### src/hdl/battery_level_smoother_assert.svh
// Assertion macros for the battery level smoother.
`ifndef BATTERY_LEVEL_SMOOTHER_ASSERT_SVH
`define BATTERY_LEVEL_SMOOTHER_ASSERT_SVH

`ifndef SYNTHESIS

// Property must hold at every rising clock edge outside reset.
`define BLS_ASSERT(lbl, clk, rstn, prop, msg) \
  lbl: assert property (@(posedge clk) disable iff (!rstn) (prop)) else $error(msg);

// Condition must never be true outside reset.
`define BLS_ASSERT_NEVER(lbl, clk, rstn, cond, msg) \
  lbl: assert property (@(posedge clk) disable iff (!rstn) !(cond)) else $error(msg);

`else

`define BLS_ASSERT(lbl, clk, rstn, prop, msg)
`define BLS_ASSERT_NEVER(lbl, clk, rstn, cond, msg)

`endif

`endif

### src/hdl/blsm_pkg.sv
// Shared types, constants and curve tables of the battery level smoother.
package blsm_pkg;

  // Field widths
  localparam int MV_BITS   = 13;
  localparam int LVL_BITS  = 14;
  localparam int SEL_BITS  = 2;
  localparam int IDX_BITS  = 3;
  // Largest segment span of any curve is 900 mV
  localparam int OFF_BITS  = 10;
  localparam int PROD_BITS = LVL_BITS + OFF_BITS;
  localparam int MCNT_BITS = $clog2(OFF_BITS + 1);
  localparam int DCNT_BITS = $clog2(LVL_BITS + 1);

  // Configuration register indexes
  localparam logic [1:0] REG_CURVE_SELECT = 2'd0;
  localparam logic [1:0] REG_CLAMP_MAX    = 2'd1;
  localparam logic [1:0] REG_CLAMP_MIN    = 2'd2;

  // Curve codes; the unused codes select the linear curve
  localparam logic [SEL_BITS-1:0] CURVE_BUCK = 2'd0;
  localparam logic [SEL_BITS-1:0] CURVE_LDO  = 2'd1;

  // Reset values
  localparam logic [MV_BITS-1:0]  AVG_RESET  = 13'd4200;
  localparam logic [MV_BITS-1:0]  CMAX_RESET = 13'd4200;
  localparam logic [MV_BITS-1:0]  CMIN_RESET = 13'd3200;
  localparam logic [LVL_BITS-1:0] LVL_FULL   = 14'd10000;

  // Controller states
  typedef enum logic [2:0] {
    ST_IDLE,
    ST_CLAMP,
    ST_RANGE,
    ST_WALK,
    ST_MSTART,
    ST_MWAIT,
    ST_DWAIT,
    ST_FIN
  } state_e;

  // Status of a serial arithmetic unit
  typedef struct packed {
    logic busy;
    logic done;
  } ser_stat_t;

  // Index of the lowest point of a curve
  function automatic logic [IDX_BITS-1:0] crv_last(logic [SEL_BITS-1:0] sel);
    logic [IDX_BITS-1:0] r;
    unique case (sel)
      CURVE_BUCK, CURVE_LDO: r = 3'd4;
      default:               r = 3'd1;
    endcase
    return r;
  endfunction

  // Voltage of a curve point, points ordered from high to low
  function automatic logic [MV_BITS-1:0] crv_mv(logic [SEL_BITS-1:0] sel,
                                                logic [IDX_BITS-1:0] idx);
    logic [MV_BITS-1:0] r;
    unique case (sel)
      CURVE_BUCK: begin
        unique case (idx)
          3'd0:    r = 13'd4150;
          3'd1:    r = 13'd4075;
          3'd2:    r = 13'd3775;
          3'd3:    r = 13'd3450;
          default: r = 13'd3200;
        endcase
      end
      CURVE_LDO: begin
        unique case (idx)
          3'd0:    r = 13'd4150;
          3'd1:    r = 13'd4025;
          3'd2:    r = 13'd3650;
          3'd3:    r = 13'd3400;
          default: r = 13'd3200;
        endcase
      end
      default: begin
        unique case (idx)
          3'd0:    r = 13'd4200;
          default: r = 13'd3300;
        endcase
      end
    endcase
    return r;
  endfunction

  // Level of a curve point
  function automatic logic [LVL_BITS-1:0] crv_lvl(logic [SEL_BITS-1:0] sel,
                                                  logic [IDX_BITS-1:0] idx);
    logic [LVL_BITS-1:0] r;
    unique case (sel)
      CURVE_BUCK, CURVE_LDO: begin
        unique case (idx)
          3'd0:    r = 14'd10000;
          3'd1:    r = 14'd9500;
          3'd2:    r = 14'd3000;
          3'd3:    r = 14'd500;
          default: r = 14'd0;
        endcase
      end
      default: begin
        unique case (idx)
          3'd0:    r = 14'd10000;
          default: r = 14'd0;
        endcase
      end
    endcase
    return r;
  endfunction

endpackage

### src/hdl/blsm_mul.sv
// Bit-serial shift-add multiplier: level span times voltage offset.
module blsm_mul import blsm_pkg::*; (
  input  logic                 clk_i,
  input  logic                 rst_ni,
  input  logic                 start_i,
  input  logic [LVL_BITS-1:0]  mcand_i,
  input  logic [OFF_BITS-1:0]  mplier_i,
  output ser_stat_t            stat_o,
  output logic [PROD_BITS-1:0] prod_o
);

  logic                 busy_q;
  logic                 done_q;
  logic [MCNT_BITS-1:0] cnt_q;
  logic [LVL_BITS-1:0]  mcand_q;
  logic [PROD_BITS-1:0] prod_q;
  logic [LVL_BITS:0]    sum;

  // Upper half plus multiplicand when the current multiplier bit is set
  assign sum = {1'b0, prod_q[PROD_BITS-1:OFF_BITS]}
             + (prod_q[0] ? {1'b0, mcand_q} : '0);

  // Step control
  always_ff @(posedge clk_i or negedge rst_ni) begin
    if (!rst_ni) begin
      busy_q <= 1'b0;
      done_q <= 1'b0;
      cnt_q  <= '0;
    end else begin
      done_q <= 1'b0;
      if (start_i) begin
        busy_q <= 1'b1;
        cnt_q  <= '0;
      end else if (busy_q) begin
        cnt_q <= cnt_q + 1'b1;
        if (cnt_q == MCNT_BITS'(OFF_BITS - 1)) begin
          busy_q <= 1'b0;
          done_q <= 1'b1;
        end
      end
    end
  end

  // Product register: multiplier shifts out at the bottom
  always_ff @(posedge clk_i) begin
    if (start_i) begin
      mcand_q <= mcand_i;
      prod_q  <= {{LVL_BITS{1'b0}}, mplier_i};
    end else if (busy_q) begin
      prod_q <= {sum, prod_q[OFF_BITS-1:1]};
    end
  end

  assign stat_o = '{busy: busy_q, done: done_q};
  assign prod_o = prod_q;

endmodule

### src/hdl/blsm_div.sv
// Bit-serial restoring divider: one quotient bit per cycle.
module blsm_div import blsm_pkg::*; (
  input  logic                 clk_i,
  input  logic                 rst_ni,
  input  logic                 start_i,
  input  logic [PROD_BITS-1:0] dividend_i,
  input  logic [OFF_BITS-1:0]  divisor_i,
  output ser_stat_t            stat_o,
  output logic [LVL_BITS-1:0]  quot_o
);

  logic                 busy_q;
  logic                 done_q;
  logic [DCNT_BITS-1:0] cnt_q;
  logic [OFF_BITS-1:0]  dvsr_q;
  logic [OFF_BITS-1:0]  rem_q;
  logic [LVL_BITS-1:0]  quo_q;
  logic [OFF_BITS:0]    trial;
  logic [OFF_BITS:0]    diff;
  logic                 qbit;

  // Partial remainder with next dividend bit, trial subtract
  assign trial = {rem_q, quo_q[LVL_BITS-1]};
  assign diff  = trial - {1'b0, dvsr_q};
  assign qbit  = (trial >= {1'b0, dvsr_q});

  // Step control
  always_ff @(posedge clk_i or negedge rst_ni) begin
    if (!rst_ni) begin
      busy_q <= 1'b0;
      done_q <= 1'b0;
      cnt_q  <= '0;
    end else begin
      done_q <= 1'b0;
      if (start_i) begin
        busy_q <= 1'b1;
        cnt_q  <= '0;
      end else if (busy_q) begin
        cnt_q <= cnt_q + 1'b1;
        if (cnt_q == DCNT_BITS'(LVL_BITS - 1)) begin
          busy_q <= 1'b0;
          done_q <= 1'b1;
        end
      end
    end
  end

  // Quotient fits LVL_BITS, so the top dividend bits start below the divisor
  always_ff @(posedge clk_i) begin
    if (start_i) begin
      dvsr_q <= divisor_i;
      rem_q  <= dividend_i[PROD_BITS-1:LVL_BITS];
      quo_q  <= dividend_i[LVL_BITS-1:0];
    end else if (busy_q) begin
      rem_q <= qbit ? diff[OFF_BITS-1:0] : trial[OFF_BITS-1:0];
      quo_q <= {quo_q[LVL_BITS-2:0], qbit};
    end
  end

  assign stat_o = '{busy: busy_q, done: done_q};
  assign quot_o = quo_q;

endmodule

### src/hdl/battery_level_smoother.sv
// Top level of the battery level smoother: averaging, clamp and curve map.
//
//   channel  direction  handshake                  payload
//   in       request    in_valid_i / in_stall_o    sample_mv_i, sample_error_i
//   out      result     out_valid_o / out_stall_i  level_pptt_o, average_mv_o, status_o
//   cfg      write      cfg_we_i                   cfg_index_i, cfg_wdata_i
//
// A request passes from the accept state to the finish state; an error skips the
// clamp, and an average outside the curve goes from the range check straight to
// the finish. An interpolated request adds one to four table steps, a start state,
// the multiplier's 10 steps and done, and the divider's 14 steps and done.
// One request is in work at a time; a new one is taken while a result waits.
// Reset loads the average with 4200 mV and the register reset values.
// A stalled result holds the finished request in its last state.
`include "battery_level_smoother_assert.svh"

module battery_level_smoother import blsm_pkg::*; (
  input  logic                clk_i,
  input  logic                rst_ni,
  // request channel
  input  logic                in_valid_i,
  output logic                in_stall_o,
  input  logic [MV_BITS-1:0]  sample_mv_i,
  input  logic                sample_error_i,
  // result channel
  output logic                out_valid_o,
  input  logic                out_stall_i,
  output logic [LVL_BITS-1:0] level_pptt_o,
  output logic [MV_BITS-1:0]  average_mv_o,
  output logic                status_o,
  // configuration
  input  logic                cfg_we_i,
  input  logic [1:0]          cfg_index_i,
  input  logic [MV_BITS-1:0]  cfg_wdata_i
);

  state_e               state_q, state_d;
  logic [SEL_BITS-1:0]  sel_q;
  logic [MV_BITS-1:0]   cmax_q;
  logic [MV_BITS-1:0]   cmin_q;
  logic [MV_BITS-1:0]   avg_q;
  logic [MV_BITS+1:0]   sum_q;
  logic [IDX_BITS-1:0]  idx_q;
  logic [LVL_BITS-1:0]  base_q;
  logic                 frac_q;
  logic [OFF_BITS-1:0]  off_q;
  logic [OFF_BITS-1:0]  dmv_q;
  logic [LVL_BITS-1:0]  dlvl_q;
  logic                 err_q;
  logic                 out_valid_q;
  logic [LVL_BITS-1:0]  level_q;
  logic [MV_BITS-1:0]   avg_out_q;
  logic                 status_q;

  logic                 in_take;
  logic                 out_take;
  logic                 load;
  logic                 mul_start;
  logic                 div_start;
  ser_stat_t            mul_stat;
  ser_stat_t            div_stat;
  logic [PROD_BITS-1:0] prod;
  logic [LVL_BITS-1:0]  quot;
  logic [MV_BITS-1:0]   avg_new;
  logic [MV_BITS-1:0]   avg_cmax;
  logic [MV_BITS-1:0]   avg_clamp;
  logic [IDX_BITS-1:0]  last;
  logic [MV_BITS-1:0]   pt_mv;
  logic [MV_BITS-1:0]   pt_mv_up;
  logic [LVL_BITS-1:0]  pt_lvl;
  logic [LVL_BITS-1:0]  pt_lvl_up;
  logic                 walk_on;
  logic                 win_ok;

  assign in_take  = in_valid_i && !in_stall_o;
  assign out_take = out_valid_q && !out_stall_i;

  // Clamp: maximum first, then minimum, so the minimum wins
  assign avg_new   = sum_q[MV_BITS+1:2];
  assign avg_cmax  = (avg_new > cmax_q) ? cmax_q : avg_new;
  assign avg_clamp = (avg_cmax < cmin_q) ? cmin_q : avg_cmax;

  // Curve points around the current walk index
  assign last      = crv_last(sel_q);
  assign pt_mv     = crv_mv(sel_q, idx_q);
  assign pt_lvl    = crv_lvl(sel_q, idx_q);
  assign pt_mv_up  = crv_mv(sel_q, idx_q - 1'b1);
  assign pt_lvl_up = crv_lvl(sel_q, idx_q - 1'b1);
  assign walk_on   = (idx_q < last) && (avg_q < pt_mv);

  // Next state and strobes
  always_comb begin
    state_d   = state_q;
    in_stall_o = 1'b1;
    mul_start = 1'b0;
    div_start = 1'b0;
    load      = 1'b0;
    unique case (state_q)
      ST_IDLE: begin
        in_stall_o = 1'b0;
        if (in_valid_i) begin
          state_d = sample_error_i ? ST_RANGE : ST_CLAMP;
        end
      end
      ST_CLAMP: state_d = ST_RANGE;
      ST_RANGE: begin
        if ((avg_q >= crv_mv(sel_q, '0)) || (avg_q < crv_mv(sel_q, last))) begin
          state_d = ST_FIN;
        end else begin
          state_d = ST_WALK;
        end
      end
      ST_WALK: begin
        if (!walk_on) begin
          state_d = ST_MSTART;
        end
      end
      ST_MSTART: begin
        mul_start = 1'b1;
        state_d   = ST_MWAIT;
      end
      ST_MWAIT: begin
        if (mul_stat.done) begin
          div_start = 1'b1;
          state_d   = ST_DWAIT;
        end
      end
      ST_DWAIT: begin
        if (div_stat.done) begin
          state_d = ST_FIN;
        end
      end
      ST_FIN: begin
        if (!out_valid_q || !out_stall_i) begin
          load    = 1'b1;
          state_d = ST_IDLE;
        end
      end
      default: state_d = ST_IDLE;
    endcase
  end

  // State, configuration, stored average and result valid
  always_ff @(posedge clk_i or negedge rst_ni) begin
    if (!rst_ni) begin
      state_q     <= ST_IDLE;
      sel_q       <= CURVE_BUCK;
      cmax_q      <= CMAX_RESET;
      cmin_q      <= CMIN_RESET;
      avg_q       <= AVG_RESET;
      out_valid_q <= 1'b0;
    end else begin
      state_q <= state_d;
      if (cfg_we_i) begin
        unique case (cfg_index_i)
          REG_CURVE_SELECT: sel_q  <= cfg_wdata_i[SEL_BITS-1:0];
          REG_CLAMP_MAX:    cmax_q <= cfg_wdata_i;
          REG_CLAMP_MIN:    cmin_q <= cfg_wdata_i;
          default:          ;
        endcase
      end
      if (state_q == ST_CLAMP) begin
        avg_q <= avg_clamp;
      end
      if (load) begin
        out_valid_q <= 1'b1;
      end else if (out_take) begin
        out_valid_q <= 1'b0;
      end
    end
  end

  // Request datapath
  always_ff @(posedge clk_i) begin
    unique case (state_q)
      ST_IDLE: begin
        if (in_take) begin
          err_q <= sample_error_i;
          sum_q <= {2'b00, sample_mv_i} + {1'b0, avg_q, 1'b0} + {2'b00, avg_q};
        end
      end
      ST_RANGE: begin
        idx_q  <= IDX_BITS'(1);
        frac_q <= 1'b0;
        // at or above the top point gives its level, below the bottom gives zero
        base_q <= (avg_q >= crv_mv(sel_q, '0)) ? crv_lvl(sel_q, '0) : '0;
      end
      ST_WALK: begin
        if (walk_on) begin
          idx_q <= idx_q + 1'b1;
        end else begin
          frac_q <= 1'b1;
          base_q <= pt_lvl;
          dlvl_q <= pt_lvl_up - pt_lvl;
          off_q  <= OFF_BITS'(avg_q - pt_mv);
          dmv_q  <= OFF_BITS'(pt_mv_up - pt_mv);
        end
      end
      ST_FIN: begin
        if (load) begin
          level_q   <= base_q + (frac_q ? quot : '0);
          avg_out_q <= avg_q;
          status_q  <= err_q;
        end
      end
      default: ;
    endcase
  end

  blsm_mul u_mul (
    .clk_i    (clk_i),
    .rst_ni   (rst_ni),
    .start_i  (mul_start),
    .mcand_i  (dlvl_q),
    .mplier_i (off_q),
    .stat_o   (mul_stat),
    .prod_o   (prod)
  );

  blsm_div u_div (
    .clk_i      (clk_i),
    .rst_ni     (rst_ni),
    .start_i    (div_start),
    .dividend_i (prod),
    .divisor_i  (dmv_q),
    .stat_o     (div_stat),
    .quot_o     (quot)
  );

  assign out_valid_o  = out_valid_q;
  assign level_pptt_o = level_q;
  assign average_mv_o = avg_out_q;
  assign status_o     = status_q;

  // Checks; an inverted clamp window is not checked
  assign win_ok = (cmin_q > cmax_q) || ((average_mv_o <= cmax_q) && (average_mv_o >= cmin_q));

  `BLS_ASSERT(a_level_range, clk_i, rst_ni, out_valid_o |-> level_pptt_o <= LVL_FULL, "level range")
  `BLS_ASSERT(a_avg_clamp, clk_i, rst_ni, out_valid_o && !status_o |-> win_ok, "avg outside clamp")
  `BLS_ASSERT_NEVER(a_units_excl, clk_i, rst_ni, mul_stat.busy && div_stat.busy, "units overlap")
  `BLS_ASSERT(a_take_starts, clk_i, rst_ni, in_take |=> state_q != ST_IDLE, "request not started")

endmodule

### config.mk
export PLATFORM = sky130hd
export DESIGN_NAME = battery_level_smoother
export DESIGN_NICKNAME = d
export VERILOG_FILES = /design/src/hdl/blsm_pkg.sv /design/src/hdl/blsm_mul.sv /design/src/hdl/blsm_div.sv /design/src/hdl/battery_level_smoother.sv
export VERILOG_INCLUDE_DIRS = /design/src /design/src/hdl
export SDC_FILE = /design/constraint.sdc
export NUM_CORES = 1
export LEC_CHECK = 0
export BUFFER_PORTS_ARGS = -buffer_cell sky130_fd_sc_hd__buf_2
export CAP_MARGIN = 10
export CORE_UTILIZATION = 57
export DETAILED_ROUTE_END_ITERATION = 8
export GPL_TIMING_DRIVEN = 0
export PLACE_DENSITY_LB_ADDON = 0.05
export REMOVE_ABC_BUFFERS = 1
export SLEW_MARGIN = 25
export SYNTH_ARGS = -nofsm -noshare
export SYNTH_HDL_FRONTEND = slang
export SYNTH_HIERARCHICAL = 1
export SYNTH_SLANG_ARGS = --single-unit
export TNS_END_PERCENT = 30
### constraint.sdc
create_clock -name clk_i -period 4.3 [get_ports clk_i]
set_clock_uncertainty 0.15 [all_clocks]
set_input_delay 1.29 -clock clk_i [delete_from_list [all_inputs] [get_ports clk_i]]
set_output_delay 1.29 -clock clk_i [all_outputs]
set_load 0.005 [all_outputs]
# Yosys cells after proc, flatten, opt, wreduce, memory -nomap -nowiden
# Cells that the tools add are included.
[totals]
reg_bits = 225
input_bits = 34
out_inout_bits = 30
elab_cells = 175
[op_classes]
n_addsub = 12
n_lt_le_gt_ge = 7
eq_ne = 27
mux = 72
bitwise = 1
n_reduce_logical = 27
[ops]
columns = ["op", "n"]
rows = [
  ["$pmux W13 S4", 4],
  ["$mux W14", 10],
  ["$pmux W14 S4", 2],
  ["$pmux W10 S4", 2],
  ["$mux W13", 6],
  ["$pmux W13 S2", 2],
  ["$mux W10", 5],
  ["$lt A13 B13 Y1", 3],
  ["$sub A10 B10 Y10", 3],
  ["$pmux W14 S2", 1],
  ["$eq A3 B2 Y1 const B", 8],
  ["$mux W3", 8],
  ["$pmux W3 S8", 1],
  ["$mux W1", 21],
  ["$pmux W10 S2", 1],
  ["$mux W4", 4],
  ["$reduce_and A2 Y1", 8],
  ["$add A13 B14 Y15", 1],
  ["$add A14 B14 Y15", 1],
  ["$add A15 B13 Y15", 1],
  ["$add A14 B14 Y14", 1],
  ["$sub A14 B14 Y14", 1],
  ["$ge A13 B13 Y1", 1],
  ["$gt A13 B13 Y1", 1],
  ["other kinds (26)", 50],
]

# Depth between registers and ports, before layout
# Gate-level depths: netlist of run 1.
[depth]
word_depth = 11
ltp_mapped = 18
ltp_nobuf = 16

# Cells and area by module
# The synthesis of run 1 kept the hierarchy.
[by_module_without_submodules]
columns = ["mod", "instances", "cells_each", "area_per_inst_um2", "seq_area_each_um2"]
rows = [
  ["battery_level_smoother", 1, 810, 8843.5, 3722.3],
  ["blsm_mul", 1, 210, 2314.7, 1151.1],
  ["blsm_div", 1, 181, 2192.1, 1171.1],
]

# Worst setup path before layout of run 1
# OpenSTA, ideal clock, no wires.
[synth_timing]
path_kind = "register to register"
start = "register cmax_q[6]"
end = "register avg_q[10]"
t_arrival_ps = 3782
required_ps = 4083
slack_ps = 301
path_stages_with_launch = 18
path_buffers = 2
synth_period_minus_slack_ps = 3999
cell_sequence = "dfstp_2 inv_1 ha_1 and3_2 nand4_1 a31o_1 and3_4 nor2_4 buf_12 mux2_4 ha_1 a21o_1 a21o_1 a2111oi_4 inv_1 o21ai_2 buf_4 o221a_1"
[synth_between]
elab_chain_len = 4
[synth_lines]
columns = ["item", "line", "source"]
rows = [
  ["start: declaration", "battery_level_smoother.sv:39", "logic [MV_BITS-1:0] cmax_q;"],
  ["start signal: assignment", "battery_level_smoother.sv:157", "REG_CLAMP_MAX: cmax_q <= cfg_wdata_i;"],
  ["$gt A13 B13 Y1", "battery_level_smoother.sv:80", "assign avg_cmax = (avg_new > cmax_q) ? cmax_q : avg_new;"],
  ["$mux W13 (*)", "battery_level_smoother.sv:80", ""],
  ["$lt A13 B13 Y1", "battery_level_smoother.sv:81", "assign avg_clamp = (avg_cmax < cmin_q) ? cmin_q : avg_cmax;"],
  ["$mux W13 (*)", "battery_level_smoother.sv:81", ""],
  ["end signal: assignment", "battery_level_smoother.sv:163", "avg_q <= avg_clamp;"],
  ["end: declaration", "battery_level_smoother.sv:41", "logic [MV_BITS-1:0] avg_q;"],
]
# Every way passes the cells marked *; elsewhere a longest branch is shown, timed or not.
# A chain may end at the register's enable or synchronous reset.

# Final worst setup path of run 1
[layout_timing]
start = "register cmax_q[12]"
end = "register avg_q[2]"
# Same word-level chain as after synthesis.

==> results of run 1 <==
## registers in the layout, indices dropped and copies added (netlist names), 10 cells and up
register	flops
u_mul/prod_o	24
u_div/rem_q	10
off_q	10
dlvl_q	12
level_pptt_o	14
u_mul/mcand_q	14
average_mv_o	13
dmv_q	10
sum_q	13
avg_q	13
u_div/dvsr_q	10
cmax_q	13
cmin_q	13
u_div/quot_o	14
## report_power, final
group	internal (mW)	total, mW	leakage [nW]	switching, mW
Clock	1.32	2.14	0.406	0.826
Sequential	3.33	3.97	2.11	0.645
Combinational	2.67	5.72	3.70	3.06
## per-layer routing
metal,share of wire (%),up-vias
met3,3.4,53
met2,50,186
met4,3.1,0
li1,-,4506
met1,44,4445
met5,0,-
## stage by stage
step           utilization, %  hold slack [ns]  total power [mW]  std cells
2_1_floorplan               -            0.250              8.17       1165
3_3_place_gp             60.9            0.252              9.44       1541
3_5_place_dp             61.2            0.255              9.60       1547
4_1_cts                  65.3            0.266              11.8       1599
5_1_grt                  65.7            0.270              12.8       1601
6_report                 65.7            0.264              11.8       1601
## area by class of cell
type | count | area, um^2
clock inverter | 12 | 146
fill | 1781 | 7820
inverter | 92 | 347
tap | 313 | 392
multi-input combinational | 860 | 6880
timing repair buffer | 77 | 455
sequential | 215 | 6040
clock buffer | 32 | 693
## worst paths after layout
kind / startpoint / to / slack (ns) / cells past startpoint
hold / removal: dlvl_q[11] / u_mul/mcand_q[11] / 0.26 / 0
setup reg to reg: cmax_q[12] / avg_q[2] / 0.06 / 19
min in group asynchronous: rst_ni / cmin_q[8] / 0.69 / 1
hold reg to reg: dlvl_q[11] / u_mul/mcand_q[11] / 0.26 / 0
max in group asynchronous: rst_ni / cmin_q[1] / 2.78 / 1
setup / recovery: cmax_q[12] / avg_q[2] / 0.06 / 19
## cell usage in the layout, fill, tap and decap left out, types with 9 or more instances in the layout
cell type / n
o21ai_1: 10
nand2b_1: 17
nand3_1: 20
buf_2: 62
dfxtp_1: 14
mux2_2: 50
and2_1: 30
a31oi_1: 9
xor2_1: 24
a211oi_1: 9
nor3_1: 24
o21ai_0: 48
nor2_1: 72
o221a_1: 12
clkbuf_16: 26
buf_4: 11
nor2b_1: 14
edfxtp_1: 144
or2_2: 19
nand3b_1: 13
a21oi_1: 64
mux2i_1: 10
nand2_1: 64
a21o_1: 24
xnor2_1: 40
mux2_4: 10
inv_1: 90
dfrtp_1: 46
nand4_1: 13
ha_1: 116
o21a_1: 12
dfstp_2: 11
fa_1: 19
## repair_timing
item	4_1_cts	5_1_grt
gates resized for setup	5	14
buffers inserted	8	0
endpoints found under the setup margin	45	60
gates cloned	0	2
hold buffers	0	0
pin swaps	5	2
## worst register-to-register path: stages (launching register included)
cell	delay [ns]
dfstp_2	0.54
inv_1	0.05
ha_1	0.30
and3_4	0.20
nand4_1	0.16
a31o_1	0.26
and3_4	0.18
nor2_4	0.13
buf_12	0.15
mux2_4	0.33
ha_4	0.27
nand4_1	0.12
or2_4	0.31
a21oi_4	0.20
a2111oi_4	0.05
buf_4	0.16
inv_1	0.09
o21ai_4	0.06
buf_4	0.16
o221a_1	0.25
==> summary.md, run 1 <==
| Metric | Value |
|---|---|
| Dpl cell area | 13900 um^2 |
| # DRC | 0 |
| Max-cap check violation count | 0 |
| Pwr Density | 791 nW/um^2 |
| Rows | 55 |
| Setup ws final | 0.0636 ns |
| Ys Warns | 6 |
| Fmax | 0.236 GHz |
| Largest net degree at the start of global routing | 58 |
| RSZ-0062 raised after global routing | true |
| Die Span Y | 155 um |
| Final Setup Violations | 0 |
| M3 GR Usage | 2.98% |
| Worst-path clk slew | 0.06 ns |
| Worst-skew pair later-pin latency | 0.52 ns |
| Gr ovfl total | 0 |
| CP Buf/Inv Count | 5 |
| Met2 Use GR | 42.0% |
| Final wirelength | 27900 um |
| Post-place setup slack | -0.705 ns |
| Req. time, crit path | 4.55 ns |
| Gpl congestion | 0.892 |
| Detailed placement HPWL | 20400 um |
| Initial core utilization | 58.5% |
| Pins Over Slew Limit | 0 |
| DR vias | 9190 |
| Finished Cell Area | 15000 um^2 |
| DR iter-0 viols | 453 |
| CP Class | reg2reg |
| H-Tree Level Count | 1 |
| Initial antenna violation count | 0 |
| Final Hold Fails | 0 |
| Ports | 64 |
| HP Class | reg2reg |
| Worst path cell trace | inv_1 -> ha_1 -> and3_4 -> nand4_1 -> a31o_1 -> and3_4 -> nor2_4 -> buf_12 -> mux2_4 -> ha_4 -> nand4_1 -> or2_4 -> a21oi_4 -> a2111oi_4 -> buf_4 -> inv_1 -> o21ai_4 -> buf_4 -> o221a_1 |
| Die area | 24000 um^2 |
| Highest cell delay on the worst timing path | 0.54 ns |
| Post-Synthesis Cells | 1199 |
| CTS sink count | 215 |
| Total core area | 22800 um^2 |
| Layout cell share with drive strength beyond 1 | 19.1% |
| Vias in the first global route | 8915 |
| Root buffer cell | clkbuf_16 |
| Crit end category | register |
| Pleak | 6.21 nW |
| TritonRoute pass-1 iters | 7 |
| Crit path DAT | 4.49 ns |
| Clock Tree Buf Depth | 3 |
| Top delay family on crit path | simple AND/OR/NAND/NOR gates |
| Part of the cycle the worst path needs | 98.5% |
| Post-route ant nets | 0 |
| M1 GR Usage | 29.6% |
| P&R area growth vs syn | 12.2% |
| I/O Buffers | 63 |
| Routed WL per cell | 17.4 um |
| First-pass GRT wire length | 44600 um |
| Final #Nets | 1443 |
| Die W | 155 um |
| CTS tree | built |
| Post-Syn Area | 13300 um^2 |
| Num CTS Buffers | 24 |
| Via-to-Cell Ratio | 5.74 |
| Most Crowded Layer GR | met2 |
| Rel. slew slack | 34.4% |
| Max IR drop VDD | 0.000603 V |
| Gr usage total | 23.5% |
| Status | finished clean |
| TNS Setup | 0 ns |
| Setup crit start kind | register |
| Slowest-stage cell, CP | dfstp_2 |
| Critical Path Fanout Max | 7 |
| Diodes inserted | 0 |
| Syn Area/Cell | 11.1 um^2 |
| Pin slew with the least headroom to its limit | 0.981 ns |
| Tmin final | 4.24 ns |
(Power assumes the default switching activity.)
==> inputs of run 2 (changes only) <==
--- a/config.mk
+++ b/config.mk
@@ -8,6 +8,7 @@
 export LEC_CHECK = 0
 export BUFFER_PORTS_ARGS = -buffer_cell sky130_fd_sc_hd__buf_2
 export CAP_MARGIN = 10
+export CORE_MARGIN = 2
 export CORE_UTILIZATION = 57
 export DETAILED_ROUTE_END_ITERATION = 8
 export GPL_TIMING_DRIVEN = 0
==> run 2 against run 1 <==
- non-clock buffer count decreased by 2
- sequential power about the same
- clock power decreased by 7%
- via count decreased by 0.21%
- hold slack improved by 0.0011 ns
- register-to-register slack improved by 0.04 ns
- first-iteration DRC count increased by 39%
- critical path depth decreased by 2
- largest cell class unchanged
==> summary.md, run 2 (synthesis results as in run 1) <==
| Metric | Value |
|---|---|
| CP Class | reg2reg |
| Die area | 24600 um^2 (+2.6%) |
| Top delay family on crit path | simple AND/OR/NAND/NOR gates |
| Setup crit start kind | register |
| # DRC | 0 (unchanged) |
| Gr ovfl total | 0 (unchanged) |
| Clock Tree Buf Depth | 3 (unchanged) |
| Final Setup Violations | 0 (unchanged) |
| Pwr Density | 785 nW/um^2 (-0.82%) |
| Routed wl met2 | 14400 um (+3.9%) |
| Via-to-Cell Ratio | 5.74 (about the same) |
| DR iter-0 viols | 629 (+39%) |
| Worst-path clk slew | 0.06 ns (about the same) |
| DR WL met3 | 965 um (+2.9%) |
| Pin slew with the least headroom to its limit | 0.988 ns (+0.00721 ns) |
| Initial antenna violation count | 0 (unchanged) |
| Post-place setup slack | -0.734 ns (-0.0292 ns) |
| Worst path cell trace | inv_2 -> ha_4 -> and3_4 -> nand4_1 -> a31o_1 -> and3_4 -> nor2_4 -> buf_12 -> mux2_4 -> ha_4 -> nand4_1 -> or2_2 -> nor2_1 -> and4b_2 -> o21ai_4 -> buf_12 -> o221a_1 |
| Die Span Y | 157 um (+1.3%) |
| I/O Buffers | 63 (unchanged) |
| Part of the cycle the worst path needs | 97.5% (-0.99 points) |
| Final Hold Fails | 0 (unchanged) |
| Root buffer cell | clkbuf_16 |
| Setup ws final | 0.106 ns (+0.0427 ns) |
| Most frequent cells in the layout | edfxtp_1, ha_1, inv_1, nor2_1 |
| DR vias | 9171 (-0.21%) |
| Rel. slew slack | 33.9% (-0.48 points) |
| Post-route ant nets | 0 (unchanged) |
| Ports | 64 (unchanged) |
| Layout cell share with drive strength beyond 1 | 19.5% (+0.45 points) |
| Slowest-stage cell, CP | dfstp_2 |
| Fillers | 1792 (+0.62%) |
| Largest net degree at the start of global routing | 58 (unchanged) |
| Routed WL per cell | 17.7 um (+1.6%) |
| Rows | 55 (unchanged) |
| CTS tree | built |
| Reg area | 6050 um^2 (about the same) |
| Diodes inserted | 0 (unchanged) |
| P&R area growth vs syn | 12.1% |
| Detailed placement HPWL | 20600 um (+0.70%) |
| Die W | 157 um (+1.3%) |
| Met1 Wirelength | 12400 um (+1.0%) |
| Area of the multi-input gates | 6930 um^2 (+0.64%) |
| Max IR drop VDD | 0.000544 V (-9.8%) |
| Pins Over Slew Limit | 0 (unchanged) |
| Most common cell after layout, fill and taps aside | edfxtp_1 |
| First-pass GRT wire length | 45000 um (+0.88%) |
| CP Buf/Inv Count | 3 (-2) |
| Gr usage total | 23.0% (-0.48 points) |
| Worst-skew pair later-pin latency | 0.52 ns (about the same) |
| Top Layer Used | met4 |
| TritonRoute pass-1 iters | 5 (-2) |
| Number of flip-flops in the largest register | 24 (unchanged) |
| CTS sink count | 215 (unchanged) |
| H-Tree Level Count | 1 (unchanged) |
| Highest cell delay on the worst timing path | 0.56 ns (+0.02 ns) |
| Post-Place Cells | 1547 (unchanged) |
| Gpl congestion | 0.906 (+1.7%) |
| Fmax | 0.238 GHz (+1.0%) |
| Crit end category | register |
| Worst hold slack | 0.265 ns (+0.00109 ns) |
| Initial core utilization | 58.5% (unchanged) |
| Tmin final | 4.19 ns (-0.0427 ns) |
| Final #Nets | 1440 (-0.21%) |
| Final wirelength | 28300 um (+1.3%) |
| RSZ-0062 raised after global routing | true |
| Post-CTS Hold Fix Bufs | 0 (unchanged) |
| Total core area | 22800 um^2 (unchanged) |
| HP Class | reg2reg |
| Num CTS Buffers | 23 (-4.2%) |
| Critical Path Fanout Max | 9 (+2) |
| TNS Setup | 0 ns (unchanged) |
| Max-cap check violation count | 0 (unchanged) |
| Status | finished clean |
| Pleak | 6.18 nW (-0.47%) |
| Crit path DAT | 4.45 ns (-0.04 ns) |
| Finished Layout Cells | 1597 (-0.25%) |
| Req. time, crit path | 4.56 ns (about the same) |
| Vias in the first global route | 8666 (-2.8%) |
[run 2: changes by cell type in the layout (fill, tap and decap cells not counted), sizes merged]
cell      previous run  this run
buf                 77        75
clkinv               6        10
clkinvlp             3         2
clkbuf              32        29
bufinv               3         1
[run 2: area by class of cell]
cell class,count,area share [%]
clock buffer,29,4.42
clock inverter,13,0.762
inverter,92,2.32
multi-input combinational,860,46.4
sequential,215,40.5
tap,313,2.62
timing repair buffer,75,3.06
[run 2: path summary, 6_finish.rpt]
path,start,endpoint,slack (ns),cells past startpoint
worst max-delay path,cmax_q[12],avg_q[7],0.11,17
worst min-delay path,dlvl_q[3],u_mul/mcand_q[3],0.27,0
worst max register to register,cmax_q[12],avg_q[7],0.11,17
worst min register to register,dlvl_q[3],u_mul/mcand_q[3],0.27,0
max in group asynchronous,rst_ni,sel_q[1],2.75,1
min in group asynchronous,rst_ni,cmax_q[8],0.69,1
[run 2: power breakdown]
group	internal [mW]	total (mW)	switching [mW]
clock network	1.16	2.00	0.840
logic	2.68	5.75	3.07
registers	3.33	3.98	0.651
[run 2: repair_timing]
action	CTS	global route
gates cloned	0	2
gates resized for setup	6	21
pin swaps	4	4
endpoints found under the setup margin	48	60
setup buffers	6	0
[run 2: layer usage]
metal	vias up	GRT usage, %
li1	4506	-
met1	4444	29.9
met2	182	41.4
met3	39	2.70
met4	0	5.07
met5	-	0
[run 2: through the flow]
step / utilization [%] / total power [mW] / cell area, um^2
finish: 65.6 / 11.7 / 14900
global route: 65.6 / 12.7 / 14900
CTS: 65.0 / 11.7 / 14800
detailed placement: 61.2 / 9.59 / 13900
global placement: 60.9 / 9.43 / 13900
floorplan: - / 8.17 / 13200
==> inputs of run 3 (changes only) <==
--- a/config.mk
+++ b/config.mk
@@ -8,10 +8,13 @@
 export LEC_CHECK = 0
 export BUFFER_PORTS_ARGS = -buffer_cell sky130_fd_sc_hd__buf_2
 export CAP_MARGIN = 10
+export CELL_PAD_IN_SITES_DETAIL_PLACEMENT = 1
+export CELL_PAD_IN_SITES_GLOBAL_PLACEMENT = 2
 export CORE_MARGIN = 2
-export CORE_UTILIZATION = 57
+export CORE_UTILIZATION = 38
 export DETAILED_ROUTE_END_ITERATION = 8
 export GPL_TIMING_DRIVEN = 0
+export MAX_ROUTING_LAYER = met4
 export PLACE_DENSITY_LB_ADDON = 0.05
 export REMOVE_ABC_BUFFERS = 1
 export SLEW_MARGIN = 25
==> run 3 against run 2 <==
- via count rose by 1.1%
- setup slack got worse by 0.072 ns
- clock power is 15% higher
- die area up 49%
- fmax decreased by 1.7%
- sequential cell count is the same
- first-iteration DRC count is 40% lower
- sequential share of layout area shrank 1.0 points
- global-route usage shrank 2.8 points
- total power is 5.5% higher
==> summary.md, run 3 (synthesis results as in run 1) <==
| Metric | Value |
|---|---|
| Status | finished clean |
| Crit end category | register |
| Diodes inserted | 0 (unchanged) |
| Vias in the first global route | 9707 (+12%) |
| Pin slew with the least headroom to its limit | 1.02 ns (+0.0276 ns) |
| Fmax | 0.234 GHz (-1.7%) |
| Largest net degree at the start of global routing | 58 (unchanged) |
| Clock Tree Buf Depth | 3 (unchanged) |
| CTS tree | built |
| Setup crit start kind | register |
| Initial antenna violation count | 3 (+3) |
| Worst-skew pair later-pin latency | 0.55 ns (+0.03 ns) |
| Crit path DAT | 4.55 ns (+0.10 ns) |
| Die W | 191 um (+22%) |
| Worst hold slack | 0.270 ns (+0.00501 ns) |
| R2r startpoint | cmax_q[12] |
| Hold EP | u_mul/mcand_q[9] |
| Post-Place Cells | 1689 (+9.2%) |
| Psw | 4.96 mW (+8.8%) |
| First-pass GRT wire length | 55800 um (+24%) |
| Post-route ant nets | 0 (unchanged) |
| Final wirelength | 35000 um (+24%) |
| Detailed placement HPWL | 26100 um (+27%) |
| H-Tree Level Count | 1 (unchanged) |
| Final Hold Fails | 0 (unchanged) |
| I/O Buffers | 63 (unchanged) |
| Die area | 36600 um^2 (+49%) |
| Number of flip-flops in the largest register | 24 (unchanged) |
| Gpl congestion | 0.819 (-9.7%) |
| Initial core utilization | 38.6% (-20 points) |
| Sequential power share | 32.9% (-1.0 points) |
| Req. time, crit path | 4.58 ns (+0.02 ns) |
| Gr usage total | 20.3% (-2.8 points) |
| Internal power | 7.42 mW (+3.5%) |
| Worst-path clk slew | 0.06 ns (about the same) |
| Sw Ratio | 40.1% (+1.2 points) |
| Gr ovfl total | 0 (unchanged) |
| Most frequent cells in the layout | edfxtp_1, ha_1, inv_1, nor2_1 |
| CP Class | reg2reg |
| Post-CTS Hold Fix Bufs | 0 (unchanged) |
| DR vias | 9273 (+1.1%) |
| Die Span Y | 191 um (+22%) |
| Highest cell delay on the worst timing path | 0.56 ns (about the same) |
| Finished Layout Cells | 1756 (+10%) |
| Hold path startpoint | dlvl_q[9] |
| Final Setup Violations | 0 (unchanged) |
| Total core area | 34500 um^2 (+52%) |
| Combinational share of power | 48.5% (-0.5 points) |
| Slowest-stage cell, CP | dfstp_2 |
| DR iter-0 viols | 376 (-40%) |
| Pwr Density | 807 nW/um^2 (+2.9%) |
| Max IR drop VDD | 0.000508 V (-6.6%) |
| Worst reg-to-reg setup slack | 0.03 ns (-0.07 ns) |
| Critical Path Fanout Max | 7 (-2) |
| Rows | 68 (+24%) |
| P&R area growth vs syn | 14.9% |
| Final #Nets | 1452 (+0.83%) |
| Rel. slew slack | 32.1% (-1.8 points) |
| Pins Over Slew Limit | 0 (unchanged) |
| Ports | 64 (unchanged) |
| # DRC | 0 (unchanged) |
| Worst path cell trace | inv_2 -> ha_4 -> and3_4 -> nand4_1 -> a31o_1 -> and3_4 -> nor2_4 -> buf_12 -> mux2_4 -> ha_4 -> nand4_1 -> or2_4 -> nor2_2 -> and4b_2 -> o21ai_4 -> clkbuf_16 -> o221a_1 |
| RSZ-0062 raised after global routing | true |
| Reg2reg end | avg_q[9] |
| Via-to-Cell Ratio | 5.28 (-8.0%) |
| Max-cap check violation count | 0 (unchanged) |
| TritonRoute pass-1 iters | 4 (-1) |
| Tmin final | 4.27 ns (+0.0721 ns) |
| Layout cell share with drive strength beyond 1 | 20.3% (+0.74 points) |
| Routed WL per cell | 19.9 um (+12%) |
| Root buffer cell | clkbuf_16 |
| Most common cell after layout, fill and taps aside | edfxtp_1 |
| Pleak | 6.28 nW (+1.6%) |
| R2R depth | 17 (unchanged) |
| Part of the cycle the worst path needs | 99.2% (+1.7 points) |
| Num CTS Buffers | 28 (+22%) |
| HP Class | reg2reg |
| CTS sink count | 215 (unchanged) |
| Clock Power Share | 18.7% (+1.6 points) |
| Hold path depth | 0 (unchanged) |
run 3: changes by cell type in the layout (fill, tap and decap cells not counted), moves of 2 or more:
cell and change:
clkbuf_8 -2, clkbuf_16 +5, clkbuf_1 +3, clkinv_4 -3, inv_8 +2, clkinvlp_4 +4, clkinv_1 +2, buf_4 +8
buf_6 -2, clkinv_2 -2
run 3: area by class of cell:
cell class,instances,area (um^2)
clock inverter,18,176
clock buffer,34,744
sequential,215,6050
fill,3749,19200
inverter,92,347
timing repair buffer,82,519
multi-input combinational,860,6930
tap,455,569
run 3: metrics by stage:
| step | power [mW] | utilization [%] | worst slack, ns | cell area (um^2) | TNS (ns) |
|---|---|---|---|---|---|
| global route | 13.4 | 44.4 | -0.106 | 15300 | -1.15 |
| global placement | 9.82 | 40.6 | -2.72 | 14000 | -122.21 |
| CTS | 12.4 | 43.9 | 0.0158 | 15200 | 0 |
| detailed placement | 9.94 | 40.9 | -0.821 | 14100 | -24.21 |
| floorplan | 8.17 | - | -0.158 | 13200 | -1.58 |
| finish | 12.4 | 44.4 | 0.0343 | 15300 | 0 |
run 3: layer usage:
layer / track usage, % / part of all wire, %
met4: 3.52 / 1.6
met3: 2.35 / 3.3
met1: 30.2 / 53
met5: - / 0
met2: 29.8 / 42
run 3: repair_timing:
action	4_1_cts	5_1_grt
endpoints found under the setup margin	57	59
gates resized for setup	9	16
gates cloned	1	2
pin swaps	5	15
setup buffers	7	5
run 3: power groups by stage:
stage          clock [mW]  combinational [mW]  sequential (mW)
3_5_place_dp            0                5.82             4.12
5_1_grt              2.46                6.80             4.18
3_3_place_gp            0                5.70             4.12
6_report             2.31                6.00             4.07
4_1_cts              2.38                5.95             4.08
2_1_floorplan           0                4.41             3.76
run 3: worst max-delay path by stage:
stage | start | endpoint | slack [ns] | depth (start not counted)
global route | cmax_q[6] | avg_q[11] | -0.11 | 17
global placement | state_q[2] | u_mul/prod_o[5] | -2.72 | 3
detailed placement | cmax_q[12] | avg_q[7] | -0.82 | 16
CTS | cmax_q[12] | avg_q[7] | 0.02 | 17
floorplan | state_q[0] | u_mul/prod_o[0] | -0.16 | 3
finish | cmax_q[12] | avg_q[9] | 0.03 | 17
run 3: critical path: cells and delay by family (launching register included):
family / cells / cell delay, ns
AO/OA/AOI/OAI: 3 / 0.62
adder cells (fa/ha/maj): 2 / 0.54
buffers and inverters: 3 / 0.37
flip-flops: 1 / 0.56
multiplexers: 1 / 0.32
AND/OR/NAND/NOR: 8 / 1.59
